## src/design/tlag_pkg.sv

```systemverilog
// types, codes and constants shared by the access gate design
// no dependencies
`default_nettype none

package tlag_pkg;

   localparam int unsigned COUNT_W  = 16;
   localparam int unsigned LEVEL_W  = 3;
   localparam int unsigned TIME_W   = 32;
   localparam int unsigned DELAY_W  = 14;
   localparam int unsigned SLOT_W   = 6;
   localparam int unsigned SYSNR_W  = 9;
   localparam int unsigned CSR_IDX_W = 3;
   localparam int unsigned CSR_DATA_W = 16;

   // register indexes
   localparam logic [CSR_IDX_W-1:0] CSR_WARNING   = 3'd0;
   localparam logic [CSR_IDX_W-1:0] CSR_ELEVATED  = 3'd1;
   localparam logic [CSR_IDX_W-1:0] CSR_CRITICAL  = 3'd2;
   localparam logic [CSR_IDX_W-1:0] CSR_EMERGENCY = 3'd3;
   localparam logic [CSR_IDX_W-1:0] CSR_AGING     = 3'd4;
   localparam logic [CSR_IDX_W-1:0] CSR_LEARNING  = 3'd5;

   // verdict codes
   localparam logic [1:0] VERDICT_ALLOW = 2'd0;
   localparam logic [1:0] VERDICT_DENY  = 2'd1;
   localparam logic [1:0] VERDICT_KILL  = 2'd2;
   localparam logic [1:0] VERDICT_TRACE = 2'd3;

   // alert levels
   localparam logic [LEVEL_W-1:0] LEVEL_EMERGENCY = 3'd1;
   localparam logic [LEVEL_W-1:0] LEVEL_CRITICAL  = 3'd2;
   localparam logic [LEVEL_W-1:0] LEVEL_ELEVATED  = 3'd3;
   localparam logic [LEVEL_W-1:0] LEVEL_WARNING   = 3'd4;
   localparam logic [LEVEL_W-1:0] LEVEL_NORMAL    = 3'd5;

   // dangerous operations
   localparam logic [SYSNR_W-1:0] SYSNR_DANGER_A = 9'd101;
   localparam logic [SYSNR_W-1:0] SYSNR_DANGER_B = 9'd165;
   localparam logic [SYSNR_W-1:0] SYSNR_DANGER_C = 9'd166;

   localparam logic [DELAY_W-1:0] DELAY_WARNING  = 14'd100;
   localparam logic [DELAY_W-1:0] DELAY_ELEVATED = 14'd1000;
   localparam logic [DELAY_W-1:0] DELAY_CRITICAL = 14'd10000;

   localparam logic [COUNT_W-1:0] COUNT_MAX = 16'hFFFF;

   typedef struct packed {
      logic [COUNT_W-1:0] warning;
      logic [COUNT_W-1:0] elevated;
      logic [COUNT_W-1:0] critical;
      logic [COUNT_W-1:0] emergency;
      logic [COUNT_W-1:0] aging;
      logic               learning;
   } csr_type;

   typedef struct packed {
      logic [SYSNR_W-1:0] syscall_number;
      logic               cache_hit;
      logic               cache_allowed;
      logic [TIME_W-1:0]  cache_expiry_sec;
      logic [TIME_W-1:0]  now_sec;
   } req_payload_type;

   typedef struct packed {
      logic [1:0]         verdict;
      logic [DELAY_W-1:0] throttle_us;
      logic [LEVEL_W-1:0] alert_level;
      logic               level_changed;
      logic               escalated;
      logic [COUNT_W-1:0] violation_total;
      logic               audit_issued;
      logic               audit_from_cache;
      logic               user_notified;
   } rsp_payload_type;

   // one table entry
   typedef struct packed {
      logic               used;
      logic [COUNT_W-1:0] count;
      logic [LEVEL_W-1:0] level;
      logic [TIME_W-1:0]  last_change;
   } entry_type;

   function automatic logic [DELAY_W-1:0] delay_for(input logic [LEVEL_W-1:0] level);
      logic [DELAY_W-1:0] d;
      unique case (level)
         LEVEL_WARNING:  d = DELAY_WARNING;
         LEVEL_ELEVATED: d = DELAY_ELEVATED;
         LEVEL_CRITICAL: d = DELAY_CRITICAL;
         default:        d = '0;
      endcase
      return d;
   endfunction

endpackage

`default_nettype wire

```

## src/design/tlag_req_if.sv

```systemverilog
// request channel of the access gate: valid, ready and the item fields
// no dependencies
`default_nettype none

interface tlag_req_if;
   logic        valid;
   logic        ready;
   logic [5:0]  task_slot;
   logic [8:0]  syscall_number;
   logic        cache_hit;
   logic        cache_allowed;
   logic [31:0] cache_expiry_sec;
   logic [31:0] now_sec;

   modport source (output valid, task_slot, syscall_number, cache_hit, cache_allowed,
                   cache_expiry_sec, now_sec, input ready);
   modport sink (input valid, task_slot, syscall_number, cache_hit, cache_allowed,
                 cache_expiry_sec, now_sec, output ready);
endinterface

`default_nettype wire

```

## src/design/tlag_rsp_if.sv

```systemverilog
// response channel of the access gate: valid, ready and the result fields
// no dependencies
`default_nettype none

interface tlag_rsp_if;
   logic        valid;
   logic        ready;
   logic [1:0]  verdict;
   logic [13:0] throttle_us;
   logic [2:0]  alert_level;
   logic        level_changed;
   logic        escalated;
   logic [15:0] violation_total;
   logic        audit_issued;
   logic        audit_from_cache;
   logic        user_notified;

   modport source (output valid, verdict, throttle_us, alert_level, level_changed, escalated,
                   violation_total, audit_issued, audit_from_cache, user_notified,
                   input ready);
   modport sink (input valid, verdict, throttle_us, alert_level, level_changed, escalated,
                 violation_total, audit_issued, audit_from_cache, user_notified,
                 output ready);
endinterface

`default_nettype wire

```

## src/design/tlag_ram.sv

```systemverilog
// generic single-clock ram, one write port and one registered read port
// no dependencies
`default_nettype none

module tlag_ram #(
   parameter int unsigned WIDTH = 8,
   parameter int unsigned DEPTH = 64
) (
   input  wire logic                                  clock,
   input  wire logic                                  wr_en,
   input  wire logic [((DEPTH > 1) ? $clog2(DEPTH) : 1)-1:0] wr_addr,
   input  wire logic [WIDTH-1:0]                      wr_data,
   input  wire logic                                  rd_en,
   input  wire logic [((DEPTH > 1) ? $clog2(DEPTH) : 1)-1:0] rd_addr,
   output      logic [WIDTH-1:0]                      rd_data
);

   logic [WIDTH-1:0] mem_ff [DEPTH];
   logic [WIDTH-1:0] rd_data_ff;

   always_ff @(posedge clock) begin
      if (wr_en) begin
         mem_ff[wr_addr] <= wr_data;
      end
      if (rd_en) begin
         rd_data_ff <= mem_ff[rd_addr];
      end
   end

   assign rd_data = rd_data_ff;

endmodule

`default_nettype wire

```

## src/design/tlag_decide.sv

```systemverilog
// access decision and entry update for one item
// depends on tlag_pkg
`default_nettype none

module tlag_decide (
   input  tlag_pkg::req_payload_type item,
   input  tlag_pkg::entry_type       entry,
   input  tlag_pkg::csr_type         csr,
   output tlag_pkg::entry_type       entry_out,
   output tlag_pkg::rsp_payload_type rsp
);
   import tlag_pkg::*;

   entry_type          cur;
   logic               cache_valid;
   logic               dangerous;
   logic [TIME_W-1:0]  elapsed;
   logic               aged;
   logic [COUNT_W-1:0] cnt_inc;
   logic [COUNT_W-1:0] cnt_new;
   logic [LEVEL_W-1:0] recalc_level;

   // unused slot is created on first access
   always_comb begin
      if (entry.used) begin
         cur = entry;
      end else begin
         cur.used        = 1'b1;
         cur.count       = '0;
         cur.level       = LEVEL_NORMAL;
         cur.last_change = item.now_sec;
      end
   end

   assign cache_valid = item.cache_hit && (item.cache_expiry_sec != '0)
                        && (item.now_sec < item.cache_expiry_sec);
   assign dangerous = (item.syscall_number == SYSNR_DANGER_A)
                      || (item.syscall_number == SYSNR_DANGER_B)
                      || (item.syscall_number == SYSNR_DANGER_C);

   assign elapsed = item.now_sec - cur.last_change;
   assign aged    = elapsed > {{(TIME_W-COUNT_W){1'b0}}, csr.aging};
   assign cnt_inc = (cur.count == COUNT_MAX) ? cur.count : cur.count + 16'd1;
   assign cnt_new = aged ? (cnt_inc >> 1) : cnt_inc;

   always_comb begin
      priority if (cnt_new >= csr.emergency) begin
         recalc_level = LEVEL_EMERGENCY;
      end else if (cnt_new >= csr.critical) begin
         recalc_level = LEVEL_CRITICAL;
      end else if (cnt_new >= csr.elevated) begin
         recalc_level = LEVEL_ELEVATED;
      end else if (cnt_new >= csr.warning) begin
         recalc_level = LEVEL_WARNING;
      end else begin
         recalc_level = LEVEL_NORMAL;
      end
   end

   always_comb begin
      entry_out            = cur;
      rsp.verdict          = VERDICT_TRACE;
      rsp.throttle_us      = '0;
      rsp.level_changed    = 1'b0;
      rsp.escalated        = 1'b0;
      rsp.audit_issued     = 1'b0;
      rsp.audit_from_cache = 1'b0;
      rsp.user_notified    = 1'b0;
      priority if (cur.level == LEVEL_EMERGENCY) begin
         rsp.verdict       = VERDICT_KILL;
         rsp.audit_issued  = 1'b1;
         rsp.user_notified = 1'b1;
      end else if ((cur.level == LEVEL_CRITICAL) && !(cache_valid && item.cache_allowed)) begin
         rsp.verdict       = VERDICT_DENY;
         rsp.audit_issued  = 1'b1;
         rsp.user_notified = 1'b1;
      end else if ((cur.level == LEVEL_ELEVATED) && dangerous) begin
         rsp.verdict       = VERDICT_DENY;
         rsp.audit_issued  = 1'b1;
         rsp.user_notified = 1'b1;
      end else if (cache_valid && item.cache_allowed) begin
         rsp.verdict     = VERDICT_ALLOW;
         rsp.throttle_us = delay_for(cur.level);
      end else if (cache_valid) begin
         entry_out.count = cnt_new;
         if (recalc_level != cur.level) begin
            rsp.level_changed     = 1'b1;
            rsp.escalated         = recalc_level < cur.level;
            entry_out.level       = recalc_level;
            entry_out.last_change = item.now_sec;
         end
         rsp.verdict          = VERDICT_DENY;
         rsp.audit_issued     = 1'b1;
         rsp.audit_from_cache = 1'b1;
      end else begin
         rsp.verdict       = VERDICT_TRACE;
         rsp.user_notified = 1'b1;
         if (csr.learning) begin
            rsp.throttle_us = delay_for(cur.level);
         end
      end
      rsp.alert_level     = entry_out.level;
      rsp.violation_total = entry_out.count;
   end

endmodule

`default_nettype wire

```

## src/design/threat_level_access_gate.sv

```systemverilog
// top level of the per-task alert level access gate
// depends on tlag_pkg, tlag_req_if, tlag_rsp_if, tlag_ram, tlag_decide
`default_nettype none

// The gate keeps one entry per task slot (used flag, violation count, level and
// time of last level change) in a single ram. An item is accepted, its slot entry
// is read in the next cycle, the decision is made and the entry written back in
// that same cycle, and the result is registered and then shown on the response
// channel. A new item is taken only once that write-back is done and the response
// register is empty or being read. After reset the table is cleared one slot a
// cycle, so no item is accepted until every slot is cleared; register writes are
// taken throughout. A task_slot beyond the table wraps modulo TASK_SLOTS.
module threat_level_access_gate #(
   parameter int unsigned TASK_SLOTS = 64
) (
   input  wire logic                            clock,
   input  wire logic                            reset,
   tlag_req_if.sink                             req_bus,
   tlag_rsp_if.source                           rsp_bus,
   input  wire logic                            csr_we,
   input  wire logic [tlag_pkg::CSR_IDX_W-1:0]  csr_index,
   input  wire logic [tlag_pkg::CSR_DATA_W-1:0] csr_wdata
);
   import tlag_pkg::*;

   localparam int unsigned IDX_W     = (TASK_SLOTS > 1) ? $clog2(TASK_SLOTS) : 1;
   localparam int unsigned SLOT_CODES = 2 ** SLOT_W;
   localparam int unsigned ENTRY_W   = $bits(entry_type);

   localparam logic [1:0] ST_CLEAR  = 2'd0;
   localparam logic [1:0] ST_IDLE   = 2'd1;
   localparam logic [1:0] ST_LOOKUP = 2'd2;

   function automatic logic [SLOT_CODES*IDX_W-1:0] build_slot_map();
      logic [SLOT_CODES*IDX_W-1:0] m;
      m = '0;
      for (int i = 0; i < SLOT_CODES; i++) begin
         m[i*IDX_W +: IDX_W] = IDX_W'(i % TASK_SLOTS);
      end
      return m;
   endfunction

   localparam logic [SLOT_CODES*IDX_W-1:0] SLOT_MAP = build_slot_map();

   logic [1:0]      state_ff, state_in;
   logic [IDX_W-1:0] clear_idx_ff, clear_idx_in;
   logic [IDX_W-1:0] slot_ff;
   req_payload_type item_ff;
   logic            rsp_valid_ff, rsp_valid_in;
   rsp_payload_type rsp_ff;
   csr_type         csr_ff;

   logic            accept;
   logic [IDX_W-1:0] req_idx;
   entry_type       rd_entry;
   entry_type       new_entry;
   rsp_payload_type rsp_new;
   logic            wr_en;
   logic [IDX_W-1:0] wr_addr;
   logic [ENTRY_W-1:0] wr_data;
   logic [ENTRY_W-1:0] rd_data;

   assign req_bus.ready = (state_ff == ST_IDLE) && (!rsp_valid_ff || rsp_bus.ready);
   assign accept  = req_bus.valid && req_bus.ready;
   assign req_idx = SLOT_MAP[req_bus.task_slot*IDX_W +: IDX_W];

   always_comb begin
      state_in     = state_ff;
      clear_idx_in = clear_idx_ff;
      unique case (state_ff)
         ST_CLEAR: begin
            clear_idx_in = clear_idx_ff + 1'b1;
            if (clear_idx_ff == IDX_W'(TASK_SLOTS - 1)) begin
               state_in = ST_IDLE;
            end
         end
         ST_IDLE: begin
            if (accept) begin
               state_in = ST_LOOKUP;
            end
         end
         ST_LOOKUP: begin
            state_in = ST_IDLE;
         end
         default: begin
            state_in = ST_CLEAR;
         end
      endcase
   end

   assign rsp_valid_in = (state_ff == ST_LOOKUP) ? 1'b1
                         : (rsp_bus.ready ? 1'b0 : rsp_valid_ff);

   always_ff @(posedge clock) begin
      if (reset) begin
         state_ff     <= ST_CLEAR;
         clear_idx_ff <= '0;
         rsp_valid_ff <= 1'b0;
         csr_ff.warning   <= 16'd3;
         csr_ff.elevated  <= 16'd6;
         csr_ff.critical  <= 16'd10;
         csr_ff.emergency <= 16'd15;
         csr_ff.aging     <= 16'd60;
         csr_ff.learning  <= 1'b0;
      end else begin
         state_ff     <= state_in;
         clear_idx_ff <= clear_idx_in;
         rsp_valid_ff <= rsp_valid_in;
         if (csr_we) begin
            unique case (csr_index)
               CSR_WARNING:   csr_ff.warning   <= csr_wdata;
               CSR_ELEVATED:  csr_ff.elevated  <= csr_wdata;
               CSR_CRITICAL:  csr_ff.critical  <= csr_wdata;
               CSR_EMERGENCY: csr_ff.emergency <= csr_wdata;
               CSR_AGING:     csr_ff.aging     <= csr_wdata;
               CSR_LEARNING:  csr_ff.learning  <= csr_wdata[0];
               default: begin
               end
            endcase
         end
      end
   end

   always_ff @(posedge clock) begin
      if (accept) begin
         slot_ff                  <= req_idx;
         item_ff.syscall_number   <= req_bus.syscall_number;
         item_ff.cache_hit        <= req_bus.cache_hit;
         item_ff.cache_allowed    <= req_bus.cache_allowed;
         item_ff.cache_expiry_sec <= req_bus.cache_expiry_sec;
         item_ff.now_sec          <= req_bus.now_sec;
      end
      if (state_ff == ST_LOOKUP) begin
         rsp_ff <= rsp_new;
      end
   end

   assign wr_en   = (state_ff == ST_CLEAR) || (state_ff == ST_LOOKUP);
   assign wr_addr = (state_ff == ST_CLEAR) ? clear_idx_ff : slot_ff;
   assign wr_data = (state_ff == ST_CLEAR) ? '0 : ENTRY_W'(new_entry);
   assign rd_entry = entry_type'(rd_data);

   tlag_ram #(
      .WIDTH (ENTRY_W),
      .DEPTH (TASK_SLOTS)
   ) u_table (
      .clock   (clock),
      .wr_en   (wr_en),
      .wr_addr (wr_addr),
      .wr_data (wr_data),
      .rd_en   (accept),
      .rd_addr (req_idx),
      .rd_data (rd_data)
   );

   tlag_decide u_decide (
      .item      (item_ff),
      .entry     (rd_entry),
      .csr       (csr_ff),
      .entry_out (new_entry),
      .rsp       (rsp_new)
   );

   assign rsp_bus.valid            = rsp_valid_ff;
   assign rsp_bus.verdict          = rsp_ff.verdict;
   assign rsp_bus.throttle_us      = rsp_ff.throttle_us;
   assign rsp_bus.alert_level      = rsp_ff.alert_level;
   assign rsp_bus.level_changed    = rsp_ff.level_changed;
   assign rsp_bus.escalated        = rsp_ff.escalated;
   assign rsp_bus.violation_total  = rsp_ff.violation_total;
   assign rsp_bus.audit_issued     = rsp_ff.audit_issued;
   assign rsp_bus.audit_from_cache = rsp_ff.audit_from_cache;
   assign rsp_bus.user_notified    = rsp_ff.user_notified;

endmodule

`default_nettype wire
```

## src/flat_wrapper.sv

```systemverilog
// flat-port wrapper written by rule: the top's interface ports become plain ports
module threat_level_access_gate_flat import tlag_pkg::*;
#(
   parameter int unsigned TASK_SLOTS = 64
)
  (clock, reset, csr_we, csr_index, csr_wdata, req_bus_valid, req_bus_task_slot, req_bus_syscall_number, req_bus_cache_hit, req_bus_cache_allowed, req_bus_cache_expiry_sec, req_bus_now_sec, req_bus_ready, rsp_bus_valid, rsp_bus_verdict, rsp_bus_throttle_us, rsp_bus_alert_level, rsp_bus_level_changed, rsp_bus_escalated, rsp_bus_violation_total, rsp_bus_audit_issued, rsp_bus_audit_from_cache, rsp_bus_user_notified, rsp_bus_ready);
  tlag_req_if req_bus_i ();
  tlag_rsp_if rsp_bus_i ();
  input  wire logic clock;
  input  wire logic reset;
  input  wire logic csr_we;
  input  wire logic [tlag_pkg::CSR_IDX_W-1:0] csr_index;
  input  wire logic [tlag_pkg::CSR_DATA_W-1:0] csr_wdata;
  input wire logic [$bits(req_bus_i.valid)-1:0] req_bus_valid;
  input wire logic [$bits(req_bus_i.task_slot)-1:0] req_bus_task_slot;
  input wire logic [$bits(req_bus_i.syscall_number)-1:0] req_bus_syscall_number;
  input wire logic [$bits(req_bus_i.cache_hit)-1:0] req_bus_cache_hit;
  input wire logic [$bits(req_bus_i.cache_allowed)-1:0] req_bus_cache_allowed;
  input wire logic [$bits(req_bus_i.cache_expiry_sec)-1:0] req_bus_cache_expiry_sec;
  input wire logic [$bits(req_bus_i.now_sec)-1:0] req_bus_now_sec;
  output wire logic [$bits(req_bus_i.ready)-1:0] req_bus_ready;
  output wire logic [$bits(rsp_bus_i.valid)-1:0] rsp_bus_valid;
  output wire logic [$bits(rsp_bus_i.verdict)-1:0] rsp_bus_verdict;
  output wire logic [$bits(rsp_bus_i.throttle_us)-1:0] rsp_bus_throttle_us;
  output wire logic [$bits(rsp_bus_i.alert_level)-1:0] rsp_bus_alert_level;
  output wire logic [$bits(rsp_bus_i.level_changed)-1:0] rsp_bus_level_changed;
  output wire logic [$bits(rsp_bus_i.escalated)-1:0] rsp_bus_escalated;
  output wire logic [$bits(rsp_bus_i.violation_total)-1:0] rsp_bus_violation_total;
  output wire logic [$bits(rsp_bus_i.audit_issued)-1:0] rsp_bus_audit_issued;
  output wire logic [$bits(rsp_bus_i.audit_from_cache)-1:0] rsp_bus_audit_from_cache;
  output wire logic [$bits(rsp_bus_i.user_notified)-1:0] rsp_bus_user_notified;
  input wire logic [$bits(rsp_bus_i.ready)-1:0] rsp_bus_ready;
  assign req_bus_i.valid = req_bus_valid;
  assign req_bus_i.task_slot = req_bus_task_slot;
  assign req_bus_i.syscall_number = req_bus_syscall_number;
  assign req_bus_i.cache_hit = req_bus_cache_hit;
  assign req_bus_i.cache_allowed = req_bus_cache_allowed;
  assign req_bus_i.cache_expiry_sec = req_bus_cache_expiry_sec;
  assign req_bus_i.now_sec = req_bus_now_sec;
  assign req_bus_ready = req_bus_i.ready;
  assign rsp_bus_valid = rsp_bus_i.valid;
  assign rsp_bus_verdict = rsp_bus_i.verdict;
  assign rsp_bus_throttle_us = rsp_bus_i.throttle_us;
  assign rsp_bus_alert_level = rsp_bus_i.alert_level;
  assign rsp_bus_level_changed = rsp_bus_i.level_changed;
  assign rsp_bus_escalated = rsp_bus_i.escalated;
  assign rsp_bus_violation_total = rsp_bus_i.violation_total;
  assign rsp_bus_audit_issued = rsp_bus_i.audit_issued;
  assign rsp_bus_audit_from_cache = rsp_bus_i.audit_from_cache;
  assign rsp_bus_user_notified = rsp_bus_i.user_notified;
  assign rsp_bus_i.ready = rsp_bus_ready;
  threat_level_access_gate #(.TASK_SLOTS(TASK_SLOTS)) u_core (.clock(clock), .reset(reset), .req_bus(req_bus_i), .rsp_bus(rsp_bus_i), .csr_we(csr_we), .csr_index(csr_index), .csr_wdata(csr_wdata));
endmodule
```

## config.mk

```make
export PLATFORM = sky130hd
export DESIGN_NAME = threat_level_access_gate_flat
export DESIGN_NICKNAME = d
export VERILOG_FILES = /design/src/design/tlag_pkg.sv /design/src/design/tlag_req_if.sv /design/src/design/tlag_rsp_if.sv /design/src/design/tlag_ram.sv /design/src/design/tlag_decide.sv /design/src/design/threat_level_access_gate.sv /design/src/flat_wrapper.sv
export SDC_FILE = /design/constraint.sdc
export NUM_CORES = 2
export LEC_CHECK = 0
export BUFFER_PORTS_ARGS = -buffer_cell sky130_fd_sc_hd__buf_2
export CAP_MARGIN = 15
export CORE_ASPECT_RATIO = 0.7
export CORE_UTILIZATION = 42
export CTS_CLUSTER_DIAMETER = 150
export DETAILED_ROUTE_END_ITERATION = 8
export PLACE_DENSITY = 0.58
export SLEW_MARGIN = 40
export SYNTH_ARGS = -nofsm -noshare
export SYNTH_HDL_FRONTEND = slang
export SYNTH_SLANG_ARGS = --single-unit
```

## constraint.sdc

```tcl
create_clock -name clock -period 28.3 [get_ports clock]
set_input_delay 1.415 -clock clock [delete_from_list [all_inputs] [get_ports clock]]
set_output_delay 1.415 -clock clock [all_outputs]
set_load 0.01 [all_outputs]
```

==> run_results.csv <==
group,metric,value,unit
final_layout,fin_nets,7187,
cts,cts-root-buf,"clkbuf_16",
yosys,synth_area_per_cell,21.8,sq um
cts,insertion_delay,940,ps
final_layout,area_growth,14.5,%
placement,dp_hpwl,245000,um
global_routing,grt_max_degree,128,
setup_path,crit_start,"u_core.u_table.rd_data[51]$_DFFE_PP_",
yosys,synth_warnings,0,
floorplanning,rows,178,
sta,slew_headroom,36.5,%
route,drcViolationCount,0,
yosys,yosysUniqueCellTypes,86,
cts,cts_num_sinks,3582,
sta,fin_worst_skew,47.9,ps
floorplanning,die_h,488,um
cts,postCtsResizedCells,0,
sta,drv_slew,0,
final_layout,drive_gt1_share,30.3,%
yosys,synthCells,6487,
yosys,synth_top_family_by_area,"multiplexers",
final_layout,final_cells,11719,
sta,setup_tns,0,ps
sta,layout_setup_ws,16940,ps
route,ant_nets,0,
route,wl_per_cell,37.6,um
setup_path,critPathSlowestCell,"nor4_2",
route,routed_via_density,6.30,
route,drtIter0Drc,11313,
final_layout,layout_common_cells,"edfxtp_1, mux4_2, clkbuf_16",
sta,fin_crit_sh,40.1,%
yosys,synth_edf_count,3492,
setup_path,crit_arrival,11960,ps
setup_path,cp_common_cell,"a21o_1",
yosys,async_reset_ff_share,0,%
cts,cts_max_level,5,
placement,place_ws,17050,ps
sta,finalCriticalPeriod,11360,ps
job,maxCapViolCount,0,
placement,gp_congestion,0.890,
global_routing,grt_pass1_wl,597000,um
setup_path,r2r-start,"u_core.u_table.rd_data[51]$_DFFE_PP_",
final_layout,fin_area,0.162,sq mm
floorplanning,io_pins,147,
yosys,ys_seq_area_share,75.3,%
status,status,"finished clean",
placement,dpl_cell_area,0.151,sq mm
route,firstDrtPassIters,5,
route,vias,73790,
yosys,netlist_area,0.142,sq mm
setup_path,path_class,"reg2reg",
placement,dp_cells,11077,
yosys,synth_mux_area_share,17.7,%
placement,io_buffers,142,
global_routing,overflow,0,
setup_path,critical_path_required,28900,ps
cts,numCtsBuffers,349,
yosys,synth_xor_area_share,0.204,%
floorplanning,start_util,42.2,%
floorplanning,die_x,696,um
cts,cts_setup_buffers,0,
worst_hold_path,whs_path_depth,2,
global_routing,grtUsageTotal,25.7,%
global_routing,grt_pass1_vias,70580,
setup_path,reg2reg_to,"u_core.u_table.mem_ff[4][9]$_DFFE_PP_",
yosys,synth-adder-area-share,1.33,%
cts,clock_path_buffers,4,
setup_path,crit_fanout,64,
setup_path,cp_slowest_stage_delay,670,ps
worst_hold_path,holdCritPathClass,"reg2reg",
worst_hold_path,hold_end,"u_core.csr_ff[43]$_SDFFE_PP0P_",
sta,rsz0062_at_grt,"no",
sta,worst_hold_slack,457,ps
power_and_ir_drop,power.leakage,0.0438,uW
cts,cts_tree,"yes",
yosys,synth_compound_area_share,1.97,%
power_and_ir_drop,vdd.ir_drop.worst,0.0488,mV
setup_path,r2r.worst_path.cells,36,
sta,hold_viol,0,
setup_path,start_kind,"flip-flop",
yosys,ys.flop_type,"edfxtp_1",
worst_hold_path,min_from,"u_core.csr_ff[43]$_SDFFE_PP0P_",
power_and_ir_drop,powerDensity,66.3,mW/mm^2
global_routing,antenna_found_initial,29,
yosys,synth-simple-area-share,2.18,%
floorplanning,dieArea,0.340,sq mm
sta,worstMarginPinSlew,927,ps
cts,hold_buffers,0,
sta,max_freq,0.0880,GHz
cts,clk_pin_slew,60,ps
floorplanning,core_area,0.336,sq mm
setup_path,r2r_slack,16940,ps
route,wirelength,441000,um
yosys,ys_ff_latch,3582,
setup_path,endpoint_kind,"flip-flop",
sta,setup_viol,0,
final_layout,final_common_cell,"edfxtp_1",
==> synthesized netlist by cell type, drive strengths merged (4+ instances only) <==
master | number | area share [%]
edfxtp | 3492 | 74
mux4 | 1080 | 17
nand2 | 286 | 0.76
clkbuf | 217 | 0.57
nor2 | 171 | 0.45
a21oi | 149 | 0.55
ha | 149 | 1.3
inv | 130 | 0.34
buf | 120 | 0.39
dfxtp | 90 | 1.3
o21ai | 62 | 0.22
mux2i | 61 | 0.43
a211oi | 45 | 0.25
nand3 | 45 | 0.16
a21o | 44 | 0.23
nand4 | 27 | 0.12
o211ai | 23 | 0.13
xnor2 | 19 | 0.12
nor4 | 18 | 0.088
o21a | 18 | 0.095
nand2b | 17 | 0.075
nor3 | 17 | 0.060
nor2b | 16 | 0.071
a31oi | 15 | 0.066
or3 | 15 | 0.066
and3 | 14 | 0.065
mux2 | 14 | 0.11
xor2 | 14 | 0.087
or2 | 10 | 0.046
a22o | 7 | 0.043
and2 | 7 | 0.033
nor3b | 7 | 0.037
a2111oi | 6 | 0.046
and4 | 6 | 0.037
nand3b | 6 | 0.032
a21boi | 5 | 0.026
o21bai | 5 | 0.026
o31ai | 5 | 0.026
o22ai | 4 | 0.018
==> worst max path at each step <==
stage                     slack [ps]  depth (start not counted)                                endpoint
final                          16940                         36   u_core.u_table.mem_ff[4][9]$_DFFE_PP_
after global routing           16190                         37  u_core.u_table.mem_ff[47][7]$_DFFE_PP_
after CTS                      16980                         37  u_core.u_table.mem_ff[23][9]$_DFFE_PP_
after detailed placement       17050                         37  u_core.u_table.mem_ff[23][9]$_DFFE_PP_
after global placement         16860                         37  u_core.u_table.mem_ff[10][9]$_DFFE_PP_
after floorplan                17150                         37  u_core.u_table.mem_ff[0][23]$_DFFE_PP_
==> routing by layer <==
layer  global-route usage, %  vias to the layer above  routed length, um
met3                    5.64                      688              49400
met4                    8.36                       16              16200
met1                    38.8                    40433             183000
li1                        -                    28184                  -
met5                       0                        -                 86
met2                    37.3                     4469             192000
==> kinds of logic (layout without fill, tap and decap cells) <==
family                   count (synthesis)  count (layout)
AO/OA/AOI/OAI                          424             424
XOR/XNOR                                33              33
adder cells (fa/ha/maj)                150             150
buffers and inverters                  468            1183
flip-flops                            3582            3582
multiplexers                          1155            1155
other                                    1              18
AND/OR/NAND/NOR                        674             674
==> registers in the layout (all words and copies together) (netlist names) <==
signal	cells
u_core.clear_idx_ff	6
u_core.rsp_bus.throttle_us	5
u_core.rsp_bus.alert_level	3
u_core.rsp_bus.user_notified	1
u_core.rsp_bus.escalated	1
u_core.rsp_bus.audit_issued	1
u_core.csr_ff	81
u_core.u_table.rd_data	52
u_core.slot_ff	6
u_core.rsp_bus.verdict	2
u_core.item_ff	75
u_core.rsp_bus.violation_total	16
u_core.rsp_bus.audit_from_cache	1
u_core.state_ff	2
u_core.rsp_bus.level_changed	1
u_core.rsp_bus.valid	1
u_core.u_table.mem_ff	3328
==> report_power, final <==
| group | switching (uW) | internal, uW |
|---|---|---|
| sequential | 8.22 | 5770 |
| combinational | 193 | 122 |
| clock | 2020 | 2640 |
==> worst max-delay path, delay by kind of cell (launching register included) <==
| family | cells | cell delay [ps] |
|---|---|---|
| fa+ha+maj | 5 | 1760 |
| simple gates | 11 | 3150 |
| buf+inv | 3 | 1700 |
| flops | 1 | 370 |
| compound gates | 16 | 3650 |
| xor+xnor | 1 | 150 |
==> metrics by stage <==
| step | total power [uW] | utilization [%] |
|---|---|---|
| 6_report | 10800 | 48.3 |
| 5_1_grt | 11000 | 48.3 |
| 3_3_place_gp | 6200 | 44.6 |
| 3_5_place_dp | 6200 | 44.9 |
| 2_1_floorplan | 6080 | - |
| 4_1_cts | 10800 | 48.2 |
==> final cells by class <==
type	instances	area [sq um]
sequential	3582	107000
inverter	131	499
clock buffer	429	9260
fill	27225	174000
multi-input combinational	2440	34300
clock inverter	195	1920
antenna	14	35.0
timing repair buffer	428	3940
tap	4500	5630
Power figures use the tool's default switching activity.
